==> config.mk <==
export PLATFORM = sky130hd
export DESIGN_NAME = bec_ram
export DESIGN_NICKNAME = d
export VERILOG_FILES = /design/src/hw/rtl/bec_ram.sv
export SDC_FILE = /design/constraint.sdc
export NUM_CORES = 1
export LEC_CHECK = 0
export BUFFER_PORTS_ARGS = -buffer_cell sky130_fd_sc_hd__buf_4
export CAP_MARGIN = 20
export CORE_ASPECT_RATIO = 1.75
export CORE_UTILIZATION = 60
export CTS_CLUSTER_DIAMETER = 30
export CTS_CLUSTER_SIZE = 24
export DETAILED_ROUTE_END_ITERATION = 8
export GPL_TIMING_DRIVEN = 1
export MAX_ROUTING_LAYER = met4
export PLACE_DENSITY_LB_ADDON = 0.2
export SLEW_MARGIN = 20
export SYNTH_ARGS = -nofsm -noshare
export SYNTH_HDL_FRONTEND = slang
export SYNTH_SLANG_ARGS = --single-unit
==> constraint.sdc <==
create_clock -name aclk -period 5.45 [get_ports aclk]
set_clock_uncertainty 0.1 [all_clocks]
set_input_delay 0.8175 -clock aclk [delete_from_list [all_inputs] [get_ports aclk]]
set_output_delay 0.8175 -clock aclk [all_outputs]
set_load 0.005 [all_outputs]
==> src/hw/rtl/bec_ram.sv <==
// ----------------------------------------------------------------------------
// bec_ram
// Generic single-write, single-read RAM with registered read data.
// ----------------------------------------------------------------------------
module bec_ram #(
    parameter int WIDTH = 8,
    parameter int DEPTH = 64
) (
    input  logic                     aclk,
    input  logic                     we,
    input  logic [$clog2(DEPTH)-1:0] waddr,
    input  logic [WIDTH-1:0]         wdata,
    input  logic [$clog2(DEPTH)-1:0] raddr,
    output logic [WIDTH-1:0]         rdata
);

    logic [WIDTH-1:0] mem [DEPTH];

    always_ff @(posedge aclk) begin
        if (we) begin
            mem[waddr] <= wdata;
        end
        rdata <= mem[raddr];
    end

endmodule

Yosys cells after proc, flatten, opt, wreduce, memory -nomap -nowiden

Memory sizes are Yosys's and may differ from the RTL's. A register that Yosys moved wholly into a read port is not among the register bits.
Index checks and enable logic that the tools add are counted.

Flip-flop bits (word level): 0
Memory bits (writable): 512
Bits of input ports: 22
Output and inout bits: 8
Logic and storage cells: 3
Memories kept: 1

Memory list:

| memory | depth | width | rd ports | clocked after Yosys merged registers in | wr ports | RTL line | RTL |
|---|---|---|---|---|---|---|---|
| mem    | 64    | 8     | 1        | 1                                       | 1        | 17       | `logic [WIDTH-1:0] mem [DEPTH];` |

Mux-type cells: 2

Operators with widths:

| kind   | count |
|---|---|
| $mux 1 | 2 |

Logic depth before layout (Yosys ltp)

Depth after elaboration: 2
Mapped depth: 9
Gate-level depth less buffers: 5

Least setup slack after synthesis

No wires, ideal clock.

Path type: input-to-reg
Start point: in raddr[1]
End point: reg rdata[3], read port of mem
Setup time: 128 ps
Arrival time: 2357 ps
Required time: 5222 ps
Path slack: 2865 ps
Cell stages on the path: 7
Path buffers: 3
Cell sequence: buf_4 -> buf_2 -> buf_2 -> mux4_2 -> mux4_2 -> o21ai_1 -> o41ai_1

RTL lines:

| item               | RTL line | RTL |
|---|---|---|
| start: declaration | 13       | `input logic [$clog2(DEPTH)-1:0] raddr,` |
| end: declaration   | 14       | `output logic [WIDTH-1:0] rdata` |

==> results_dict.tcl <==
set metrics [dict create \
    status "finished clean" \
    final_common_cell "edfxtp_1" \
    synthDistinctLibCells 40 \
    max_freq_mhz 314 \
    fin_crit_ns 3.18 \
    portBuffers 29 \
    first_pass_iters 5 \
    first_global_vias 9718 \
    p_per_area_nw_per_um2 366 \
    tightest_slew_ns 1.10 \
    grt_pass1_wl_mm 63.5 \
    p_leak_nw 6.91 \
    final_cell_mix "edfxtp_1 (512), mux4_2 (126), nor2_1 (83), clkbuf_16 (49), buf_4 (37)" \
    clock_latency_ns 0.58 \
    ys_ff_latch 520 \
    cp.arrival_ns 3.52 \
    drv_cap 0 \
    grt_use_total 0.273 \
    drv_slew 0 \
    viasPerCell 6.71 \
    post_cts_resized 0 \
    crit_type "input port to register" \
    startpoint "raddr[1]" \
    max_slew_margin 0.265 \
    synth_seq_area_share 0.770 \
    pin_count 30 \
    power_mw 8.15 \
    fin_util 0.674 \
    yosys_warnings 0 \
    htree_levels 2 \
    clockBufferDepth 3 \
    reg2reg_from "mem[47][2]" \
    rr_endpoint "rdata[2]" \
    area_delta_synth_final_pct 10.4 \
    die_w_um 141 \
    grt_remaining_overflow 0 \
    final_nets 1003 \
    reg2reg_slack_ns 3.14 \
    initial_core_util 0.611 \
    rsz0062_at_grt "false" \
    fin_crit_sh 0.584 \
    die_h_um 245 \
    drc 0 \
    clk_pin_slew_ns 0.07 \
    setup_violations 0 \
    synthCells 940 \
    cp-end-kind "register" \
    cts-buffers-inserted 49 \
    tns_ns 0 \
    cp-start-kind "input port" \
    num_vias 9546 \
    wl_mm 43.1 \
    routedWlPerCell_um 30.3 \
    drtAntennaViolNets 0 \
    r2r_cells 4 \
    root_buffer "clkbuf_16" \
    finalHoldViolCount 0 \
    cts_sinks 520 \
    antenna_found_initial 1 \
    synth_fp_nets 962 \
    hold_class "input port to register" \
    dr.first_iter.drc_count 939 \
    cp_max_fo 47 \
    irDropWorstVdd_v 0.000285 \
    post-cts-setup-buffers 0 \
    hpwl_mm 26.4 \
    place.gp.congestion 0.842 \
    critPathCapture "rdata[2]" \
    grt_max_degree 74 \
    ctsHoldBuffers 0 \
    die-area_um2 34400 \
    std_cell_rows 88 \
    core_um2 33000 \
    drive_above_1_share 0.256 \
    synth_area_per_cell_um2 21.5 \
    syn_area_um2 20200 \
    cp.required_ns 5.79 \
    cts_tree "yes" \
]
==> layout make-up <==
type                    count  area (µm²)
flip-flops and latches    520       15500
fillers                  2152       10800
multi-input cells         369        4320
clock buffers              55        1260
well taps                 405         507
repair buffers             41         343
clock inverters            31         300
diodes                      1        2.50
==> worst max-delay path, stage by stage <==
cell	delay, ns
buf_4	0.56
buf_12	0.30
mux4_2	0.56
mux2_2	0.32
a221oi_1	0.75
o2bb2ai_1	0.16
==> flip-flops by register name, summed over array words and instances (netlist names) <==
name	flops
mem	512
rdata	8
==> metal layers <==
metal  share of wire  track usage  routed length (µm)
met1            0.36        0.324               15400
met2            0.54        0.470               23300
met3           0.062       0.0364                2670
met4           0.040        0.120                1730
met5               0            -                   0
==> report_power, final <==
part	internal (mW)	switching, mW
combinational	0.154	0.245
sequential	4.42	0.0143
clock	1.80	1.51
total	6.38	1.77
==> metrics by stage <==
step	worst slack [ns]	cells	instance area, µm²	hold WS (ns)
detailed placement	1.63	1333	20700	0.783
finish	2.27	1422	22300	0.514
CTS	2.24	1419	22200	0.489
global route	2.19	1422	22300	0.515
floorplan	2.86	940	20200	0.618
global placement	1.66	1333	20700	0.764
==> Yosys cell counts (all sizes together) <==
library cell  number  share of area
edfxtp           512           0.76
nand3b             3         0.0011
a22oi              3         0.0011
mux4             126           0.14
o32ai              2        0.00087
o21ai              4        0.00099
clkbuf            17         0.0032
a2111oi            2        0.00087
nand2b             7         0.0022
o41ai              2        0.00087
o2bb2ai            3         0.0013
nor2b             14         0.0043
nand2             19         0.0035
o2111ai            3         0.0013
o21a               2        0.00074
buf               34          0.013
or3                1        0.00031
o311ai             1        0.00043
a21oi              3        0.00074
mux2i             23          0.011
a221oi             6         0.0026
nor2              83          0.015
nand3             13         0.0032
and2               1        0.00031
mux2              13         0.0073
nand4              2        0.00062
nand4b             1        0.00043
nor3               7         0.0017
a31oi              1        0.00031
a211oi             4         0.0015
o221a              2         0.0011
o22ai              8         0.0025
o221ai             8         0.0035
dfxtp              8         0.0079
nor4               2        0.00062
==> kinds of logic after synthesis <==
family / count (synthesis) / share of synthesized area
mux: 162 / 0.159
flops: 520 / 0.770
buf+inv: 51 / 0.0157
simple gates: 153 / 0.0339
compound gates: 54 / 0.0207
==> worst min path at each step <==
stage / startpoint / endpoint / slack, ns / depth (start not counted)
after floorplan: mem[34][0] / rdata[0] / 0.62 / 4
after global placement: mem[54][1] / rdata[1] / 0.76 / 5
after detailed placement: mem[30][4] / rdata[4] / 0.78 / 3
after CTS: raddr[5] / rdata[1] / 0.49 / 3
after global routing: raddr[5] / rdata[3] / 0.51 / 2
final: raddr[5] / rdata[3] / 0.51 / 2
No activity file was read; power rests on OpenSTA's default activity.
